[src/tpfc_pkg.sv]
// Shared types, widths and constants of the three-axis PID force controller.
// Used by the lane, merge and top-level modules; depends on nothing.
package tpfc_pkg;

  localparam int AXES      = 3;
  localparam int POS_W     = 19;
  localparam int ERR_W     = 20;
  localparam int CHG_W     = 21;
  localparam int INT_W     = 29;
  localparam int GAIN_W    = 24;
  localparam int TOL_W     = 18;
  localparam int FORCE_W   = 32;
  localparam int PROD_P_W  = GAIN_W + 1 + ERR_W;
  localparam int PROD_I_W  = GAIN_W + 1 + INT_W;
  localparam int PROD_D_W  = GAIN_W + 1 + CHG_W;
  localparam int ACC_W     = PROD_I_W + 2;
  localparam int FRAC_SHIFT = 12;
  localparam int IN_DATA_W  = 120;
  localparam int OUT_DATA_W = 104;

  localparam logic signed [INT_W:0] INTEGRAL_LIMIT = 30'sd209715200;

  localparam logic [GAIN_W-1:0] KP_XY_RST = 24'd28160;
  localparam logic [GAIN_W-1:0] KI_XY_RST = 24'd77;
  localparam logic [GAIN_W-1:0] KD_XY_RST = 24'd589568;
  localparam logic [GAIN_W-1:0] KP_Z_RST  = 24'd28416;
  localparam logic [GAIN_W-1:0] KI_Z_RST  = 24'd51;
  localparam logic [GAIN_W-1:0] KD_Z_RST  = 24'd1152000;
  localparam logic [TOL_W-1:0]  POS_TOL_RST  = 18'd5243;
  localparam logic [TOL_W-1:0]  RATE_TOL_RST = 18'd1049;

  typedef enum logic [2:0] {
    CFG_KP_XY    = 3'd0,
    CFG_KI_XY    = 3'd1,
    CFG_KD_XY    = 3'd2,
    CFG_KP_Z     = 3'd3,
    CFG_KI_Z     = 3'd4,
    CFG_KD_Z     = 3'd5,
    CFG_POS_TOL  = 3'd6,
    CFG_RATE_TOL = 3'd7
  } cfg_idx_t;

  typedef struct packed {
    logic [GAIN_W-1:0] kp;
    logic [GAIN_W-1:0] ki;
    logic [GAIN_W-1:0] kd;
  } gains_t;

  typedef struct packed {
    logic ld1;
    logic ld2;
  } lane_ctrl_t;

  typedef struct packed {
    logic signed [PROD_P_W-1:0] prod_p;
    logic signed [PROD_I_W-1:0] prod_i;
    logic signed [PROD_D_W-1:0] prod_d;
    logic                       settled;
  } lane_res_t;

endpackage

[src/tpfc_merge.sv]
// Merge stage: sum each lane's products, round, saturate, and combine flags.
// Depends on tpfc_pkg.
module tpfc_merge (
  input  logic                                  clk,
  input  logic                                  ld,
  input  tpfc_pkg::lane_res_t                   res [tpfc_pkg::AXES],
  output logic [tpfc_pkg::OUT_DATA_W-1:0]       data
);

  localparam int ACC_W   = tpfc_pkg::ACC_W;
  localparam int FORCE_W = tpfc_pkg::FORCE_W;
  localparam int SH_W    = ACC_W - tpfc_pkg::FRAC_SHIFT;
  localparam logic signed [SH_W-1:0] F_MAX = SH_W'(64'sd2147483647);
  localparam logic signed [SH_W-1:0] F_MIN = SH_W'(-64'sd2147483648);
  localparam logic signed [ACC_W-1:0] HALF = ACC_W'(1) <<< (tpfc_pkg::FRAC_SHIFT - 1);

  logic signed [ACC_W-1:0]   acc     [tpfc_pkg::AXES];
  logic signed [ACC_W-1:0]   shifted [tpfc_pkg::AXES];
  logic signed [SH_W-1:0]    scaled  [tpfc_pkg::AXES];
  logic [FORCE_W-1:0]        force_next [tpfc_pkg::AXES];
  logic                      all_settled;

  always_comb begin
    all_settled = 1'b1;
    for (int i = 0; i < tpfc_pkg::AXES; i++) begin
      acc[i] = ACC_W'(res[i].prod_p) + ACC_W'(res[i].prod_i) +
               ACC_W'(res[i].prod_d) + HALF;
      shifted[i] = acc[i] >>> tpfc_pkg::FRAC_SHIFT;
      scaled[i]  = shifted[i][SH_W-1:0];
      if (scaled[i] > F_MAX) begin
        force_next[i] = FORCE_W'(F_MAX);
      end else if (scaled[i] < F_MIN) begin
        force_next[i] = FORCE_W'(F_MIN);
      end else begin
        force_next[i] = FORCE_W'(scaled[i]);
      end
      all_settled = all_settled & res[i].settled;
    end
  end

  always_ff @(posedge clk) begin
    if (ld) begin
      data <= {7'b0, all_settled, force_next[2], force_next[1], force_next[0]};
    end
  end

endmodule

[config.mk]
export PLATFORM = sky130hd
export DESIGN_NAME = tpfc_merge
export DESIGN_NICKNAME = d
export VERILOG_FILES = /design/src/tpfc_pkg.sv /design/src/tpfc_merge.sv
export SDC_FILE = /design/constraint.sdc
export NUM_CORES = 1
export LEC_CHECK = 0
export ABC_AREA = 1
export ABC_CLOCK_PERIOD_IN_PS = 3440
export BUFFER_PORTS_ARGS = -buffer_cell sky130_fd_sc_hd__buf_2
export CAP_MARGIN = 30
export CORE_ASPECT_RATIO = 1.75
export CORE_MARGIN = 1
export CORE_UTILIZATION = 50
export DETAILED_ROUTE_END_ITERATION = 10
export PLACE_DENSITY = 0.9
export RECOVER_POWER = 50
export SETUP_SLACK_MARGIN = 0.15
export SLEW_MARGIN = 40
export SYNTH_ARGS = -nofsm -noshare
export SYNTH_HDL_FRONTEND = slang
export SYNTH_SLANG_ARGS = --single-unit
[constraint.sdc]
create_clock -name clk -period 3.44 [get_ports clk]
set_clock_uncertainty 0.1 [all_clocks]
set_input_delay 0.688 -clock clk [delete_from_list [all_inputs] [get_ports clk]]
set_output_delay 0.688 -clock clk [all_outputs]
set_load 0.02 [all_outputs]
==> results_dict.tcl, run 1 <==
set metrics [dict create \
    ys_seq_area_share_pct 12.0 \
    grt-worst-endpoint "data[43]$_SDFFCE_PN1P_/D" \
    cts_buffers 9 \
    syn_area_um2 24400 \
    place_ws_ns -1.17 \
    ys_warn_count 0 \
    error "[ERROR GRT-0232] Routing congestion too high. Check the congestion heatmap in the GUI." \
    cts.sinks 97 \
    haltStage "global routing (5_1_grt)" \
    grt_max_degree 66 \
    synth_edf_count 97 \
    synthCells 3867 \
    port_buffers 536 \
    netlist.area_leader.share_pct 18.8 \
    post-synth-top-count-cell "nand2_1" \
    top_level_ports 544 \
    status "aborted with a tool error" \
    h-tree-depth 3 \
    ys_top_cells_by_count "nand2_1, inv_1, ha_1" \
    synthArstFlopShare_pct 0 \
    synth.top_cells.by_area "nand2_1, inv_1, ha_1" \
    start_util_pct 50.9 \
    dp_hpwl_um 87100 \
    grt_use_total_pct 61.3 \
    die_h_um 294 \
    cts_root_buf "clkbuf_16" \
    gp_congestion 1.05 \
    avgSynthCellArea_um2 6.30 \
    synth_seq_cells 97 \
    ctsHoldBuffers 0 \
    ys.flop_type "edfxtp_1" \
    yosysTopAreaCell "nand2_1" \
    cts_buffer_depth 2 \
    post-place-cells 5514 \
    endpoint_type "register data pin" \
    grt_overflow 49 \
    synth_cell_types 45 \
    die_w_um 169 \
    core.rowCount 106 \
]
[through the flow]
stage,TNS [ns],hold slack (ns),cell area (um^2)
4_1_cts,-31.85,0.509,36700
3_5_place_dp,-90.51,0.915,34600
3_3_place_gp,-90.83,0.916,34600
2_1_floorplan,-11.40,0.700,27600
[kinds of logic after synthesis]
family                     Yosys count  synth area share, %
xor gates and xnor gates            94                 3.41
adders and majority gates          477                 29.4
buffers and inverters             1137                 18.2
other                                1               0.0154
and+or+nand+nor                   1799                 31.0
DFF                                 97                 12.0
AOI/OAI and AO/OA                  262                 6.06
[layer usage]
| metal | global-route usage [%] | GRT overflow |
|---|---|---|
| met5 | 7.79 | 0 |
| met1 | 56.8 | 0 |
| met3 | 36.2 | 2 |
| met4 | 65.8 | 17 |
| met2 | 88.8 | 30 |
[timing repair]
action	in CTS
pin swaps	104
gates cloned	9
setup endpoints to repair	96
resized for setup	305
buffers inserted	31
==> run 2, diff against run 1 <==
--- a/config.mk
+++ b/config.mk
@@ -6,16 +6,14 @@
 export NUM_CORES = 1
 export LEC_CHECK = 0
 export ABC_AREA = 1
-export ABC_CLOCK_PERIOD_IN_PS = 3440
+export ABC_CLOCK_PERIOD_IN_PS = 4500
 export BUFFER_PORTS_ARGS = -buffer_cell sky130_fd_sc_hd__buf_2
 export CAP_MARGIN = 30
-export CORE_ASPECT_RATIO = 1.75
 export CORE_MARGIN = 1
-export CORE_UTILIZATION = 50
+export CORE_UTILIZATION = 35
 export DETAILED_ROUTE_END_ITERATION = 10
-export PLACE_DENSITY = 0.9
+export PLACE_DENSITY_LB_ADDON = 0.15
 export RECOVER_POWER = 50
-export SETUP_SLACK_MARGIN = 0.15
 export SLEW_MARGIN = 40
 export SYNTH_ARGS = -nofsm -noshare
 export SYNTH_HDL_FRONTEND = slang
==> constraint.sdc (replaced) <==
create_clock -name clk -period 4.5 [get_ports clk]
set_clock_uncertainty 0.1 [all_clocks]
set_input_delay 0.9 -clock clk [delete_from_list [all_inputs] [get_ports clk]]
set_output_delay 0.9 -clock clk [all_outputs]
set_load 0.02 [all_outputs]
==> results_dict.tcl, run 2 <==
set metrics [dict create \
    core.rowCount 96 \
    multi_input_area_um2 17100 \
    period_minus_slack_ns 4.25 \
    ys.flop_type "edfxtp_1" \
    post-synth-top-count-cell "nand2_1" \
    insertedDiodeCount 0 \
    path_delay_family "simple AND/OR/NAND/NOR gates" \
    synth.top_cells.by_area "nand2_1, inv_1, ha_1" \
    cts_buffers 9 \
    reg_top3 "data x97" \
    seq_area_um2 2910 \
    synthCells 3867 \
    cp_max_fo 6 \
    syn_area_um2 24400 \
    cts_tree "yes" \
    ys_seq_area_share_pct 12.0 \
    holdCritPathClass "in -> reg" \
    cts_buffer_depth 2 \
    synthArstFlopShare_pct 0 \
    vias 25000 \
    cp.required_ns 4.54 \
    regMostFlops "data" \
    vdd_drop_max_mv 0.203 \
    drt_iter0_drc 1283 \
    synthToLayoutAreaGrowth_pct 26.9 \
    ys_top_cells_by_count "nand2_1, inv_1, ha_1" \
    layout_common_cells "nand2_1, inv_1, buf_2" \
    first_pass_iters 6 \
    status "finished with violations" \
    rsz0062_at_grt "false" \
    violations "capacitance limit, slew limit" \
    cts_root_buf "clkbuf_16" \
    core_area_um2 68700 \
    crit_slowest_cell "fa_1" \
    netlist.area_leader.share_pct 18.8 \
    drc 0 \
    timing.critical_path.slowest_cell_delay_ns 0.53 \
    worst_ep_arrival_time_ns 4.30 \
    maxCapViolCount 1 \
    p_leak_nw 19.0 \
    grt_pass1_wl_um 131000 \
    die_h_um 266 \
    setup_tns_ns 0 \
    critical_path_class "in -> reg" \
    die_w_um 266 \
    gp_congestion 0.939 \
    finalSetupViolCount 0 \
    final_util_pct 45.0 \
    cp_num_buf_inv 5 \
    grt_pass1_vias 24400 \
    cts.sinks 97 \
    clk_pin_slew_ns 0.07 \
    hold_viol 0 \
    routed_wl_um 86300 \
    top_level_ports 544 \
    avgSynthCellArea_um2 6.30 \
    endpoint_kind "register" \
    grt_overflow 0 \
    synth_cell_types 45 \
    largest_reg_flops 97 \
    die-area_um2 70700 \
    timing.fmax_mhz 235 \
    synth_edf_count 97 \
    ant_nets 0 \
    fillers 7574 \
    dp_hpwl_um 78500 \
    final_layout_size_suffix_gt1_share_pct 20.7 \
    path_cells "buf_2 > inv_1 > fa_1 > inv_1 > ha_1 > ha_1 > nand2_1 > inv_1 > nand2_1 > nand2_1 > a21oi_1 > nor2_1 > o21bai_1 > nand3_1 > nand2_1 > nand2_1 > nor2_1 > nand2_1 > nor2_1 > nand3_2 > nand2_4 > buf_4 > nand2_1" \
    crit_path_start_kind "primary input" \
    p_per_area_nw_per_um2 376 \
    crit_top_cell "nand2_1" \
    h-tree-depth 3 \
    synth_seq_cells 97 \
    fin_crit_sh_pct 94.5 \
    ctsHoldBuffers 0 \
    start_util_pct 35.5 \
    port_buffers 536 \
    total_power_mw 11.6 \
    ys_warn_count 0 \
    layout.nets 5655 \
    grt_use_total_pct 24.2 \
    grt_max_degree 56 \
    viasPerCell 4.41 \
    yosysTopAreaCell "nand2_1" \
    relSlewSlack_pct -136 \
    slew_viol_final 55 \
    worst_slew_pin_slew_ns 3.54 \
    layout_commonest_cell "nand2_1" \
    antenna_found_initial 1 \
    wl_per_cell_um 15.2 \
]
-- run 2: cell counts after synthesis --
Identical to the previous run, type by type.
-- run 2: final cells by class --
type | count | area share (%)
flip-flops and latches | 97 | 9.42
well taps | 931 | 3.77
clock buffers | 11 | 0.753
multi-input cells | 2639 | 55.2
repair buffers | 879 | 17.2
clock inverters | 5 | 0.182
inverters | 1112 | 13.5
-- run 2: final timing paths --
path / start / depth (start not counted) / end
setup / recovery: res[168] / 23 / data[33]
hold / removal: res[146] / 2 / data[96]
-- run 2: per-layer routing --
metal / part of all wire [%] / vias up / wire length, um / track usage, %
li1: - / 13300 / - / -
met1: 47 / 11100 / 40500 / 32.6
met2: 47 / 589 / 40300 / 41.6
met3: 4.7 / 53 / 4040 / 2.67
met4: 1.6 / 2 / 1420 / 4.82
met5: 0.015 / - / 13 / 0
-- run 2: cell families after synthesis --
family	after synthesis	synth area share, %
simple gates	1799	31.0
buf+inv	1137	18.2
fa+ha+maj	477	29.4
compound gates	262	6.06
flops	97	12.0
xor+xnor	94	3.41
other cells	1	0.0154
-- run 2: stage by stage --
step           area, um^2  setup slack (ns)  instances  hold WS [ns]
2_1_floorplan       24400             0.562       3873         0.912
3_3_place_gp        30700            -0.295       5657          1.25
3_5_place_dp        30700            -0.276       5657          1.25
4_1_cts             31000             0.113       5673         0.893
5_1_grt             30900            0.0203       5674         0.884
6_report            30900             0.247       5674         0.918
-- run 2: where the power goes --
group          total [mW]  switching, mW  internal, mW
Combinational        9.13           5.58          3.55
Sequential           1.64          0.160          1.48
Clock               0.855          0.424         0.431
-- run 2: timing repair --
action	in CTS	in global routing
buffers inserted	0	1
gates resized for setup	0	3
endpoints found under the setup margin	0	28
(Power assumes the default switching activity.)
==> run 3, diff against run 2 <==
--- a/config.mk
+++ b/config.mk
@@ -9,8 +9,10 @@
 export ABC_CLOCK_PERIOD_IN_PS = 4500
 export BUFFER_PORTS_ARGS = -buffer_cell sky130_fd_sc_hd__buf_2
 export CAP_MARGIN = 30
+export CELL_PAD_IN_SITES_DETAIL_PLACEMENT = 2
+export CELL_PAD_IN_SITES_GLOBAL_PLACEMENT = 2
 export CORE_MARGIN = 1
-export CORE_UTILIZATION = 35
+export CORE_UTILIZATION = 30
 export DETAILED_ROUTE_END_ITERATION = 10
 export PLACE_DENSITY_LB_ADDON = 0.15
 export RECOVER_POWER = 50
==> results_dict.tcl, run 3 (synthesis results as in run 2) <==
set metrics [dict create \
    top_level_ports 544 \
    final_layout_size_suffix_gt1_share_pct 22.1 \
    routed_wl_um 109000 \
    ant_nets 0 \
    gp_congestion 0.893 \
    synthToLayoutAreaGrowth_pct 29.8 \
    reg_top3 "data x97" \
    layout.nets 5701 \
    maxCapViolCount 1 \
    slew_viol_final 49 \
    wl_per_cell_um 18.6 \
    crit_path_start_kind "primary input" \
    fillers 10200 \
    cts_root_buf "clkbuf_16" \
    layout_commonest_cell "nand2_1" \
    dpl_cell_area_um2 31200 \
    finalInstanceArea_um2 31600 \
    first_pass_iters 6 \
    grt_max_degree 50 \
    violations "capacitance limit, slew limit" \
    cp_max_fo 16 \
    hold_viol 0 \
    seq_area_um2 2910 \
    holdPathStages 2 \
    cts_buffer_depth 2 \
    grt_pass1_wl_um 168000 \
    grt_use_met1_pct 32.5 \
    post-place-cells 5833 \
    timing.fmax_mhz 230 \
    grt_overflow 0 \
    postCtsSetupBuffers 0 \
    grt_util_met3_pct 2.70 \
    cts.sinks 97 \
    grt_pass1_vias 30500 \
    grt_use_total_pct 26.4 \
    startpoint "res[322]" \
    multi_input_area_um2 17200 \
    core_area_um2 80400 \
    largest_reg_flops 97 \
    total_power_mw 12.3 \
    worst_ep_arrival_time_ns 4.41 \
    p_per_area_nw_per_um2 387 \
    clk_pin_slew_ns 0.07 \
    p_leak_nw 19.3 \
    endpoint_kind "register" \
    vias 27000 \
    setup_tns_ns 0 \
    drc 0 \
    layout_common_cells "nand2_1, inv_1, buf_2" \
    dp_hpwl_um 99900 \
    core.rowCount 104 \
    worst_slew_pin_slew_ns 3.69 \
    die_h_um 287 \
    finalNonFillerCells 5852 \
    die-area_um2 82400 \
    die_w_um 287 \
    grt_most_used_layer "met2" \
    regMostFlops "data" \
    period_minus_slack_ns 4.36 \
    cts_buffers 9 \
    met2_usage_pct 48.1 \
    viasPerCell 4.62 \
    ctsHoldBuffers 0 \
    drt_iter0_drc 783 \
    cts_tree "yes" \
    port_buffers 536 \
    antenna_found_initial 2 \
    vdd_drop_max_mv 0.193 \
    relSlewSlack_pct -146 \
    worstHoldStart "res[146]" \
    h-tree-depth 3 \
    finalSetupViolCount 0 \
    status "finished with violations" \
    start_util_pct 30.3 \
    fin_crit_sh_pct 96.8 \
    critical_path_class "in -> reg" \
    holdCritPathClass "in -> reg" \
    cp.required_ns 4.55 \
]
==> run 3: routing by layer <==
layer / part of all wire (%) / vias up / routed length [um]
met2: 50 / 495 / 54200
met1: 44 / 13100 / 48200
li1: - / 13300 / -
met3: 3.0 / 123 / 3210
met4: 2.9 / 0 / 3120
met5: 0 / - / 0
==> run 3: area by class of cell <==
cell class / count / area share, %
Inverter: 1112 / 13.2
Clock buffer: 9 / 0.712
Antenna cell: 3 / 0.0237
Clock inverter: 7 / 0.194
Tap cell: 1060 / 4.19
Timing Repair Buffer: 925 / 18.1
Multi-Input combinational cell: 2639 / 54.4
Sequential cell: 97 / 9.21
==> run 3: path summary, 6_finish.rpt <==
kind                    to
setup / recovery   data[7]
hold / removal    data[96]
==> run 3: stage by stage <==
stage	setup slack (ns)	utilization, %	hold slack [ns]
after global placement	-0.214	38.8	1.12
after global routing	-0.00334	39.3	0.746
after detailed placement	-0.288	38.8	1.16
final	0.143	39.3	0.744
after CTS	0.131	39.2	0.734
after floorplan	0.562	-	0.912
==> run 3: what timing repair did <==
| item | in CTS | in global routing |
|---|---|---|
| resized for setup | 0 | 38 |
| hold endpoints to repair | 0 | 0 |
| endpoints found under the setup margin | 0 | 93 |
==> run 3: report_power, final <==
| part | internal [mW] | switching (mW) |
|---|---|---|
| registers | 1.48 | 0.179 |
| clock network | 0.426 | 0.447 |
| logic | 3.72 | 6.00 |
| total | 5.62 | 6.63 |
==> run 3: critical path, stage by stage <==
cell     delay, ns
buf_2         0.08
inv_1         0.05
fa_1          0.59
inv_1         0.06
ha_1          0.32
ha_1          0.40
nand2_2       0.16
nor2_1        0.38
nand2_1       0.10
o21ai_1       0.34
a21oi_1       0.13
nand3_1       0.10
nand2_1       0.10
inv_1         0.06
nand2_1       0.04
nor2_1        0.13
nand3_2       0.11
nand2_4       0.11
buf_12        0.15
nand2_1       0.07
